`config.mk`:
```
export PLATFORM = sky130hd
export DESIGN_NAME = bitmap_shape_rasterizer_unit
export DESIGN_NICKNAME = d
export VERILOG_FILES = /design/src/bsr_pkg.sv /design/src/bsr_ram.sv /design/src/bsr_row_mask.sv /design/src/bitmap_shape_rasterizer_unit.sv
export VERILOG_INCLUDE_DIRS = /design/src /design/src/src
export SDC_FILE = /design/constraint.sdc
export NUM_CORES = 2
export LEC_CHECK = 0
export CAP_MARGIN = 20
export CORE_ASPECT_RATIO = 0.5
export CORE_MARGIN = 3
export CORE_UTILIZATION = 51
export CTS_CLUSTER_DIAMETER = 200
export DETAILED_ROUTE_END_ITERATION = 7
export DONT_BUFFER_PORTS = 1
export PLACE_DENSITY = 0.78
export SYNTH_ARGS = -nofsm -noshare
export SYNTH_HDL_FRONTEND = slang
export SYNTH_SLANG_ARGS = --single-unit
```
`constraint.sdc`:
```
create_clock -name clock -period 8.79 [get_ports clock]
set_input_delay 0.879 -clock clock [delete_from_list [all_inputs] [get_ports clock]]
set_output_delay 0.879 -clock clock [all_outputs]
set_load 0.02 [all_outputs]
```
`src/bitmap_shape_rasterizer_unit_defines.svh`:
```
// Assertion macros shared by the rasterizer RTL.
// Needs a clock named clock and a reset named reset in the including scope.
`ifndef BITMAP_SHAPE_RASTERIZER_UNIT_DEFINES_SVH
`define BITMAP_SHAPE_RASTERIZER_UNIT_DEFINES_SVH
`ifndef SYNTHESIS
// same-cycle implication
`define BSR_ASSERT_IMPL(lbl, ante, cons) \
   lbl: assert property (@(posedge clock) disable iff (reset) (ante) |-> (cons)) \
      else $error("rasterizer check failed");
// next-cycle implication
`define BSR_ASSERT_NEXT(lbl, ante, cons) \
   lbl: assert property (@(posedge clock) disable iff (reset) (ante) |=> (cons)) \
      else $error("rasterizer check failed");
`else
`define BSR_ASSERT_IMPL(lbl, ante, cons)
`define BSR_ASSERT_NEXT(lbl, ante, cons)
`endif
`endif

```
`src/bsr_pkg.sv`:
```
// Shared types and constants of the bitmap shape rasterizer.
// No dependencies.
package bsr_pkg;

   localparam int MODE_W = 3;
   localparam int ROW_W  = 5;
   localparam int COL_W  = 6;
   localparam int SIZE_W = 6;
   localparam int SQRT_W = 6;   // radius bound per row fits the size field width

   localparam logic [MODE_W-1:0] MODE_CLEAR  = 3'd0;
   localparam logic [MODE_W-1:0] MODE_LINE   = 3'd1;
   localparam logic [MODE_W-1:0] MODE_RECT   = 3'd2;
   localparam logic [MODE_W-1:0] MODE_CIRCLE = 3'd3;
   localparam logic [MODE_W-1:0] MODE_TRI    = 3'd4;
   localparam logic [MODE_W-1:0] MODE_READ   = 3'd5;

   typedef struct packed {
      logic [MODE_W-1:0] mode;
      logic [ROW_W-1:0]  row;
      logic [COL_W-1:0]  col;
      logic [SIZE_W-1:0] size;
      logic [SIZE_W-1:0] height;
   } req_type;

   typedef struct packed {
      logic pixel;
      logic is_read_data;
   } rsp_type;

   // ring cells of one row: a <= |col - centre| <= b
   typedef struct packed {
      logic              hit;
      logic [SQRT_W-1:0] lo;
      logic [SQRT_W-1:0] hi;
   } ring_span_type;

endpackage

```
`src/bsr_ram.sv`:
```
// Generic simple dual-port RAM, one write and one registered read port.
// No dependencies.
module bsr_ram #(
   parameter int WIDTH = 64,
   parameter int DEPTH = 32
) (
   input  logic                             clock,
   input  logic                             we,
   input  logic [$clog2(DEPTH > 1 ? DEPTH : 2)-1:0] waddr,
   input  logic [WIDTH-1:0]                 wdata,
   input  logic                             re,
   input  logic [$clog2(DEPTH > 1 ? DEPTH : 2)-1:0] raddr,
   output logic [WIDTH-1:0]                 rdata
);
   logic [WIDTH-1:0] mem [DEPTH];

   always_ff @(posedge clock) begin
      if (we) begin
         mem[waddr] <= wdata;
      end
      if (re) begin
         rdata <= mem[raddr];
      end
   end
endmodule

```
`src/bsr_row_mask.sv`:
```
// Per-row cell mask of the current shape, one bit per column.
// Depends on bsr_pkg.
module bsr_row_mask #(
   parameter int ROWS = 32,
   parameter int COLS = 64
) (
   input  bsr_pkg::req_type       cmd,
   input  logic [$clog2(ROWS)-1:0] row_idx,
   input  bsr_pkg::ring_span_type ring,
   output logic [COLS-1:0]        mask
);
   import bsr_pkg::*;

   logic signed [9:0] y, r, c, s, h, c_end, r_hend, r_send;
   logic              span_en, span2_en, pt_en;
   logic signed [9:0] span_lo, span_hi, span2_lo, span2_hi, pt0, pt1;

   assign y      = signed'(10'(row_idx));
   assign r      = signed'(10'(cmd.row));
   assign c      = signed'(10'(cmd.col));
   assign s      = signed'(10'(cmd.size));
   assign h      = signed'(10'(cmd.height));
   assign c_end  = c + s - 10'sd1;
   assign r_hend = r + h - 10'sd1;
   assign r_send = r + s - 10'sd1;

   always_comb begin
      span_en  = 1'b0;
      span2_en = 1'b0;
      pt_en    = 1'b0;
      span_lo  = c;
      span_hi  = c_end;
      span2_lo = c;
      span2_hi = c_end;
      pt0      = c;
      pt1      = c_end;
      case (cmd.mode)
         MODE_LINE: begin
            span_en = (y == r);
         end
         MODE_RECT: begin
            span_en = (y == r) || (y == r_hend);
            pt_en   = (y >= r) && (y <= r_hend);
         end
         MODE_TRI: begin
            span_en = (y == r_send);
            pt_en   = (y >= r) && (y <= r_send);
            pt1     = c + y - r;   // diagonal
         end
         MODE_CIRCLE: begin
            span_en  = ring.hit;
            span2_en = ring.hit;
            span_lo  = c + signed'(10'(ring.lo));
            span_hi  = c + signed'(10'(ring.hi));
            span2_lo = c - signed'(10'(ring.hi));
            span2_hi = c - signed'(10'(ring.lo));
         end
         default: begin
         end
      endcase
   end

   always_comb begin
      for (int j = 0; j < COLS; j++) begin
         mask[j] = (span_en && (10'(j) >= span_lo) && (10'(j) <= span_hi))
                || (span2_en && (10'(j) >= span2_lo) && (10'(j) <= span2_hi))
                || (pt_en && ((10'(j) == pt0) || (10'(j) == pt1)));
      end
   end
endmodule

```
`src/bitmap_shape_rasterizer_unit.sv`:
```
// Bitmap shape rasterizer top: sequencer, shared squaring unit, canvas RAM.
// Depends on bsr_pkg, bsr_ram, bsr_row_mask and the assertion macro header.
// Clear and unused modes go straight to the result; read fetches one cell; draws walk
// every row, circle with one squaring multiplier (dx squared plus two 6-step roots a row).
// One transaction at a time: the next is taken once the result is in the output register.
// Reset (synchronous): empties the canvas at once through per-row valid bits.
module bitmap_shape_rasterizer_unit #(
   parameter int ROWS = 32,
   parameter int COLS = 64
) (
   input  logic             clock,
   input  logic             reset,
   input  logic             req_valid,
   output logic             req_ready,
   input  bsr_pkg::req_type req_data,
   output logic             rsp_valid,
   input  logic             rsp_ready,
   output bsr_pkg::rsp_type rsp_data
);
   import bsr_pkg::*;
   `include "bitmap_shape_rasterizer_unit_defines.svh"

   localparam int RIDX_W = $clog2(ROWS);
   localparam int CIDX_W = $clog2(COLS);

   // sequencer states
   localparam logic [3:0] S_IDLE = 4'd0;
   localparam logic [3:0] S_SQ   = 4'd1;  // size squared
   localparam logic [3:0] S_DX   = 4'd2;  // row offset squared
   localparam logic [3:0] S_ISH  = 4'd3;  // outer radius root
   localparam logic [3:0] S_ISL  = 4'd4;  // inner radius root
   localparam logic [3:0] S_RD   = 4'd5;  // fetch row word
   localparam logic [3:0] S_WR   = 4'd6;  // merge mask, write back
   localparam logic [3:0] S_CELL = 4'd7;  // read-cell data back
   localparam logic [3:0] S_RSP  = 4'd8;  // hand result to output register

   logic [3:0]        state_ff, state_in;
   req_type           cmd_ff, cmd_in;
   logic [RIDX_W-1:0] row_ff, row_in;
   logic [ROWS-1:0]   valid_ff, valid_in;
   logic [11:0]       sq_ff, sq_in;
   logic signed [17:0] thi_ff, thi_in, tlm_ff, tlm_in;
   logic [2:0]        bit_ff, bit_in;
   logic [SQRT_W-1:0] rhi_ff, rhi_in, rlo_ff, rlo_in;
   rsp_type           res_ff, res_in, rsp_data_ff, rsp_data_in;
   logic              rsp_valid_ff, rsp_valid_in;

   logic              req_fire, rsp_free, last_row;
   logic [7:0]        mul_op;
   logic [15:0]       mul_prod;
   logic signed [17:0] prod_s, ring_lo, ring_hi;
   logic signed [9:0] dx;
   logic [7:0]        adx;
   logic [SQRT_W-1:0] cand, ring_a;
   ring_span_type     ring;
   logic [COLS-1:0]   mask, rdata, wdata;
   logic              ram_we, ram_re, cell_row_ok, cell_col_ok;
   logic [RIDX_W-1:0] ram_raddr;

   assign req_ready = (state_ff == S_IDLE);
   assign req_fire  = req_valid && req_ready;
   assign rsp_valid = rsp_valid_ff;
   assign rsp_data  = rsp_data_ff;
   assign rsp_free  = !rsp_valid_ff || rsp_ready;
   assign last_row  = (row_ff == RIDX_W'(ROWS - 1));

   // shared squaring unit; one product per cycle
   assign dx   = signed'(10'(row_ff)) - signed'(10'(cmd_ff.row));
   assign adx  = dx[9] ? 8'(-dx) : 8'(dx);
   assign cand = (state_ff == S_ISH ? rhi_ff : rlo_ff) | (SQRT_W'(1) << bit_ff);
   always_comb begin
      case (state_ff)
         S_SQ:    mul_op = 8'(cmd_ff.size);
         S_DX:    mul_op = adx;
         default: mul_op = 8'(cand);
      endcase
   end
   assign mul_prod = mul_op * mul_op;
   assign prod_s   = signed'(18'(mul_prod));

   // ring bounds on squared distance: s*s - s .. s*s + s
   assign ring_lo = signed'(18'(sq_ff)) - signed'(18'(cmd_ff.size));
   assign ring_hi = signed'(18'(sq_ff)) + signed'(18'(cmd_ff.size));

   // inner bound a = ceil(sqrt(lo - dx^2)), outer bound b = floor(sqrt(hi - dx^2))
   assign ring_a   = tlm_ff[17] ? '0 : rlo_ff + SQRT_W'(1);
   assign ring.lo  = ring_a;
   assign ring.hi  = rhi_ff;
   assign ring.hit = !thi_ff[17] && (ring_a <= rhi_ff);

   bsr_row_mask #(.ROWS(ROWS), .COLS(COLS)) u_mask (
      .cmd     (cmd_ff),
      .row_idx (row_ff),
      .ring    (ring),
      .mask    (mask)
   );

   // canvas storage; rows never written since the last clear read as zero
   assign cell_row_ok = (int'(req_data.row) < ROWS);
   assign ram_re      = (state_ff == S_RD) ||
                        (req_fire && (req_data.mode == MODE_READ) && cell_row_ok);
   assign ram_raddr   = (state_ff == S_IDLE) ? RIDX_W'(req_data.row) : row_ff;
   assign ram_we      = (state_ff == S_WR);
   assign wdata       = (valid_ff[row_ff] ? rdata : '0) | mask;
   assign cell_col_ok = (int'(cmd_ff.col) < COLS);

   bsr_ram #(.WIDTH(COLS), .DEPTH(ROWS)) u_canvas (
      .clock (clock),
      .we    (ram_we),
      .waddr (row_ff),
      .wdata (wdata),
      .re    (ram_re),
      .raddr (ram_raddr),
      .rdata (rdata)
   );

   always_comb begin
      state_in     = state_ff;
      cmd_in       = cmd_ff;
      row_in       = row_ff;
      valid_in     = valid_ff;
      sq_in        = sq_ff;
      thi_in       = thi_ff;
      tlm_in       = tlm_ff;
      bit_in       = bit_ff;
      rhi_in       = rhi_ff;
      rlo_in       = rlo_ff;
      res_in       = res_ff;
      rsp_data_in  = rsp_data_ff;
      rsp_valid_in = rsp_valid_ff && !rsp_ready;
      case (state_ff)
         S_IDLE: begin
            if (req_fire) begin
               cmd_in              = req_data;
               row_in              = '0;
               res_in.pixel        = 1'b0;
               res_in.is_read_data = (req_data.mode == MODE_READ);
               case (req_data.mode)
                  MODE_CLEAR: begin
                     valid_in = '0;
                     state_in = S_RSP;
                  end
                  MODE_LINE, MODE_RECT, MODE_TRI: state_in = S_RD;
                  MODE_CIRCLE: state_in = S_SQ;
                  MODE_READ:   state_in = S_CELL;
                  default:     state_in = S_RSP;
               endcase
            end
         end
         S_SQ: begin
            sq_in    = mul_prod[11:0];
            state_in = S_DX;
         end
         S_DX: begin
            thi_in   = ring_hi - prod_s;
            tlm_in   = ring_lo - prod_s - 18'sd1;
            rhi_in   = '0;
            bit_in   = 3'(SQRT_W - 1);
            state_in = S_ISH;
         end
         S_ISH: begin
            if (!thi_ff[17] && (prod_s <= thi_ff)) begin
               rhi_in = cand;
            end
            if (bit_ff == 3'd0) begin
               rlo_in   = '0;
               bit_in   = 3'(SQRT_W - 1);
               state_in = S_ISL;
            end else begin
               bit_in = bit_ff - 3'd1;
            end
         end
         S_ISL: begin
            if (!tlm_ff[17] && (prod_s <= tlm_ff)) begin
               rlo_in = cand;
            end
            if (bit_ff == 3'd0) begin
               state_in = S_RD;
            end else begin
               bit_in = bit_ff - 3'd1;
            end
         end
         S_RD: begin
            state_in = S_WR;
         end
         S_WR: begin
            valid_in[row_ff] = 1'b1;
            if (last_row) begin
               state_in = S_RSP;
            end else begin
               row_in   = row_ff + RIDX_W'(1);
               state_in = (cmd_ff.mode == MODE_CIRCLE) ? S_DX : S_RD;
            end
         end
         S_CELL: begin
            res_in.pixel = (int'(cmd_ff.row) < ROWS) && cell_col_ok &&
                           valid_ff[RIDX_W'(cmd_ff.row)] && rdata[CIDX_W'(cmd_ff.col)];
            state_in     = S_RSP;
         end
         S_RSP: begin
            if (rsp_free) begin
               rsp_data_in  = res_ff;
               rsp_valid_in = 1'b1;
               state_in     = S_IDLE;
            end
         end
         default: begin
            state_in = S_IDLE;
         end
      endcase
   end

   always_ff @(posedge clock) begin
      if (reset) begin
         state_ff     <= S_IDLE;
         valid_ff     <= '0;
         rsp_valid_ff <= 1'b0;
      end else begin
         state_ff     <= state_in;
         valid_ff     <= valid_in;
         rsp_valid_ff <= rsp_valid_in;
      end
      cmd_ff      <= cmd_in;
      row_ff      <= row_in;
      sq_ff       <= sq_in;
      thi_ff      <= thi_in;
      tlm_ff      <= tlm_in;
      bit_ff      <= bit_in;
      rhi_ff      <= rhi_in;
      rlo_ff      <= rlo_in;
      res_ff      <= res_in;
      rsp_data_ff <= rsp_data_in;
   end

   // a clear transaction empties every row
   `BSR_ASSERT_NEXT(a_clear_empties, req_fire && (req_data.mode == MODE_CLEAR), valid_ff == '0)
   // row sweep never leaves the canvas
   `BSR_ASSERT_IMPL(a_row_in_range, state_ff == S_WR, int'(row_ff) < ROWS)
   // a read goes straight to the data-return state
   `BSR_ASSERT_NEXT(a_read_path, req_fire && (req_data.mode == MODE_READ), state_ff == S_CELL)
   // a result handed over is visible the next cycle
   `BSR_ASSERT_NEXT(a_rsp_loaded, (state_ff == S_RSP) && rsp_free, rsp_valid_ff)
endmodule

```
==> results.md <==
- Minimum clock period: 8.20 ns
- Detail-routed net length per standard cell: 34.2 µm
- Core Box Area: 192,000 µm²
- Register area share after synthesis: 0.676
- DRC: 0
- RSZ-0062 raised after global routing: no
- H-Tree Depth: 4
- Hold Path End: state_ff[2]$_SDFFE_PP0P_
- Worst path slowest cell: fa_1
- # port buffers: 0
- Synth async-reset ratio: 0
- DIE AREA: 200,000 µm²
- Worst R2R Setup Slack: 0.59 ns
- Clock buffer depth: 4
- Post-synth top area cell: edfxtp_1
- Number of synthesized flops with an enable pin: 2,208
- Mapped cell area: 99,200 µm²
- Top-area cell type share of the netlist area: 0.669
- Metal2 WL: 137,000 µm
- Synthesis Warnings: 0
- WL met1: 122,000 µm
- Top sig layer: met5
- Final setup violation count: 0
- Max-cap viol count: 0
- Smallest setup slack after layout: 0.591 ns
- Die Ht: 318 µm
- Final period utilization: 0.933
- Cell variety after synth: 95
- Crit Path Category: reg -> reg
- Req. time, crit path: 9.33 ns
- Drt pass-1 iters: 8
- Initial antenna violation count: 15
- First-pass GRT wire length: 445,000 µm
- CTS tree: yes
- Sink Count: 2,245
- Relative slew margins: 0.106
- Fin. max-slew vios: 0
- Chip width: 630 µm
- Worst-Skew Late Latency: 0.87 ns
- Layout cells sized above 1: 0.180
- Via density: 6.79
- Outcome: complete, no violations
- Reg2reg path depth: 37
- GRT Total Usage: 0.310
- P&R area growth vs syn: 11.0%
- Pre-CTS WS: 0.239 ns
- Post-route antenna net violation count: 0
- Dpl hpwl: 189,000 µm
- Worst-path clk slew: 0.07 ns
- Hold Vio Cnt, Final: 0
- FF-to-FF End: rlo_ff[0]$_SDFFCE_PN0P_
- Nets: 6,660
- Critical path endpoint category: flip-flop
- Row count: 113
- Post-CTS Setup Bufs: 0
- Yosys reg bits: 2,245
- WP data arrival: 8.73 ns
- CTS Buf Count: 191
- Largest net degree at the start of global routing: 129
- Commonest cells in the netlist: 2,208 x edfxtp_1, 814 x nand2_1, 551 x mux4_2
- Fmax: 122 MHz
- Min-delay src: reset
- RePlAce Congestion: 1.08
- Ports: 34
- Post-synth top flop: edfxtp_1
- DR vias: 62.1k
- Worst-Margin Slew: 1.34 ns
- Starting DRC count in detailed routing: 10.4k
- Synth Instances: 6,271
- DR WL met3: 41,400 µm
- Cell with the most instances after synthesis: edfxtp_1
- Starting Density: 0.518
- Mean Syn Cell Area: 15.8 µm²
- CP max stage delay: 0.53 ns
- CTS Root Buffer Type: clkbuf_16
- Startpoint Class: flip-flop
- Hold Path Class: in -> reg
- Reg-to-reg startpoint: cmd_ff[19]$_DFFE_PP_
- Vias in the first global route: 59.9k
- Critical Path Fanout Max: 7
- Final WL: 313,000 µm
- Gr ovfl total: 0
- Setup tns final: 0 ns
- Final worst clock skew: 0.0788 ns
- Top post-synthesis cells by area: edfxtp_1 67%, mux4_2 13%, nand2_1 3.1%
- Hold depth: 1
worst max-delay path by stage:
stage	startpoint	end	slack [ns]
floorplan	row_ff[0]$_SDFFCE_PN0P_	rlo_ff[0]$_SDFFCE_PN0P_	0.40
global placement	cmd_ff[19]$_DFFE_PP_	rlo_ff[5]$_SDFFCE_PN0P_	0.26
detailed placement	cmd_ff[19]$_DFFE_PP_	rlo_ff[5]$_SDFFCE_PN0P_	0.24
CTS	cmd_ff[19]$_DFFE_PP_	rlo_ff[4]$_SDFFCE_PN0P_	0.22
global route	cmd_ff[19]$_DFFE_PP_	rlo_ff[4]$_SDFFCE_PN0P_	0.07
finish	cmd_ff[19]$_DFFE_PP_	rlo_ff[0]$_SDFFCE_PN0P_	0.59
cell usage in the layout (no fill, tap or decap), types with 21 or more instances in the layout:
cell | netlist | layout
xor2_1 | 40 | 40
o21ai_0 | 211 | 206
inv_1 | 170 | 170
nand2_1 | 814 | 812
fa_1 | 39 | 39
buf_4 | 0 | 205
a21oi_1 | 174 | 174
clkinv_2 | 0 | 26
nand3_1 | 385 | 385
nor2_4 | 0 | 31
edfxtp_1 | 2208 | 2208
nor3_1 | 67 | 64
ha_1 | 189 | 189
mux4_2 | 551 | 551
nor2b_1 | 37 | 37
o22ai_1 | 59 | 58
clkinv_1 | 1 | 44
nor2_1 | 273 | 242
a211oi_1 | 21 | 21
a22oi_1 | 27 | 27
clkbuf_16 | 0 | 196
or2_2 | 28 | 28
dfxtp_1 | 37 | 37
a21o_1 | 30 | 30
o211ai_1 | 31 | 31
o21a_1 | 29 | 29
a31oi_1 | 23 | 22
clkbuf_1 | 230 | 37
xnor2_1 | 59 | 59
nand4_1 | 27 | 27
nand2b_1 | 36 | 36
and2_1 | 25 | 25
cell families (layout without fill, tap and decap cells):
logic type	count (synthesis)	count (layout)	share of synthesized area
AOI/OAI and AO/OA	832	832	0.0552
xor gates and xnor gates	100	100	0.00897
adders and majority gates	230	230	0.0319
buffers and inverters	496	751	0.0192
DFF	2245	2245	0.676
muxes	570	570	0.127
other	2	34	0.0000757
and+or+nand+nor	1796	1796	0.0814
final cells by class:
class	instances	area, µm²
Sequential cell	2245	67000
Multi-Input combinational cell	3548	30800
Clock inverter	103	1030
Fill cell	14100	81500
Tap cell	2587	3240
Timing Repair Buffer	245	2280
Clock buffer	232	5020
Antenna cell	14	35.0
Inverter	171	642
worst max-delay path, delay by kind of cell (launching register included):
family / cells / cell delay [ns]
buf+inv: 5 / 0.44
compound gates: 14 / 2.66
flops: 1 / 0.39
simple gates: 8 / 1.32
xor+xnor: 2 / 0.20
fa+ha+maj: 8 / 2.90
routing by layer:
metal,vias up,global-route usage
met3,758,0.0794
li1,24900,-
met2,4750,0.451
met4,8,0.114
met1,31700,0.455
met5,-,0
registers in the layout, summed over array words and instances (netlist names), 3 cells and up:
signal,flops
bit_ff,3
cmd_ff,26
rhi_ff,6
rlo_ff,6
row_ff,5
sq_ff,11
state_ff,4
thi_ff,17
tlm_ff,18
u_canvas.mem,2048
u_canvas.rdata,64
valid_ff,32
stage by stage:
step                      hold slack [ns]  utilization  std cells  cell area [µm²]
final                               0.136        0.575       9145           110000
after floorplan                     0.400            -       6289            99200
after global routing                0.109        0.574       9131           110000
after detailed placement            0.455        0.541       8777           104000
after CTS                          0.0908        0.572       9112           110000
after global placement              0.441        0.540       8771           104000
repair_timing:
| item | CTS | global route |
|---|---|---|
| hold buffers | 0 | 0 |
| gates resized for setup | 0 | 5 |
| endpoints found under the setup margin | 0 | 7 |
| hold endpoints to repair | 0 | 0 |
Power is not shown: default switching activity piles up to over one toggle a cycle in this logic, so the estimate is an artifact.
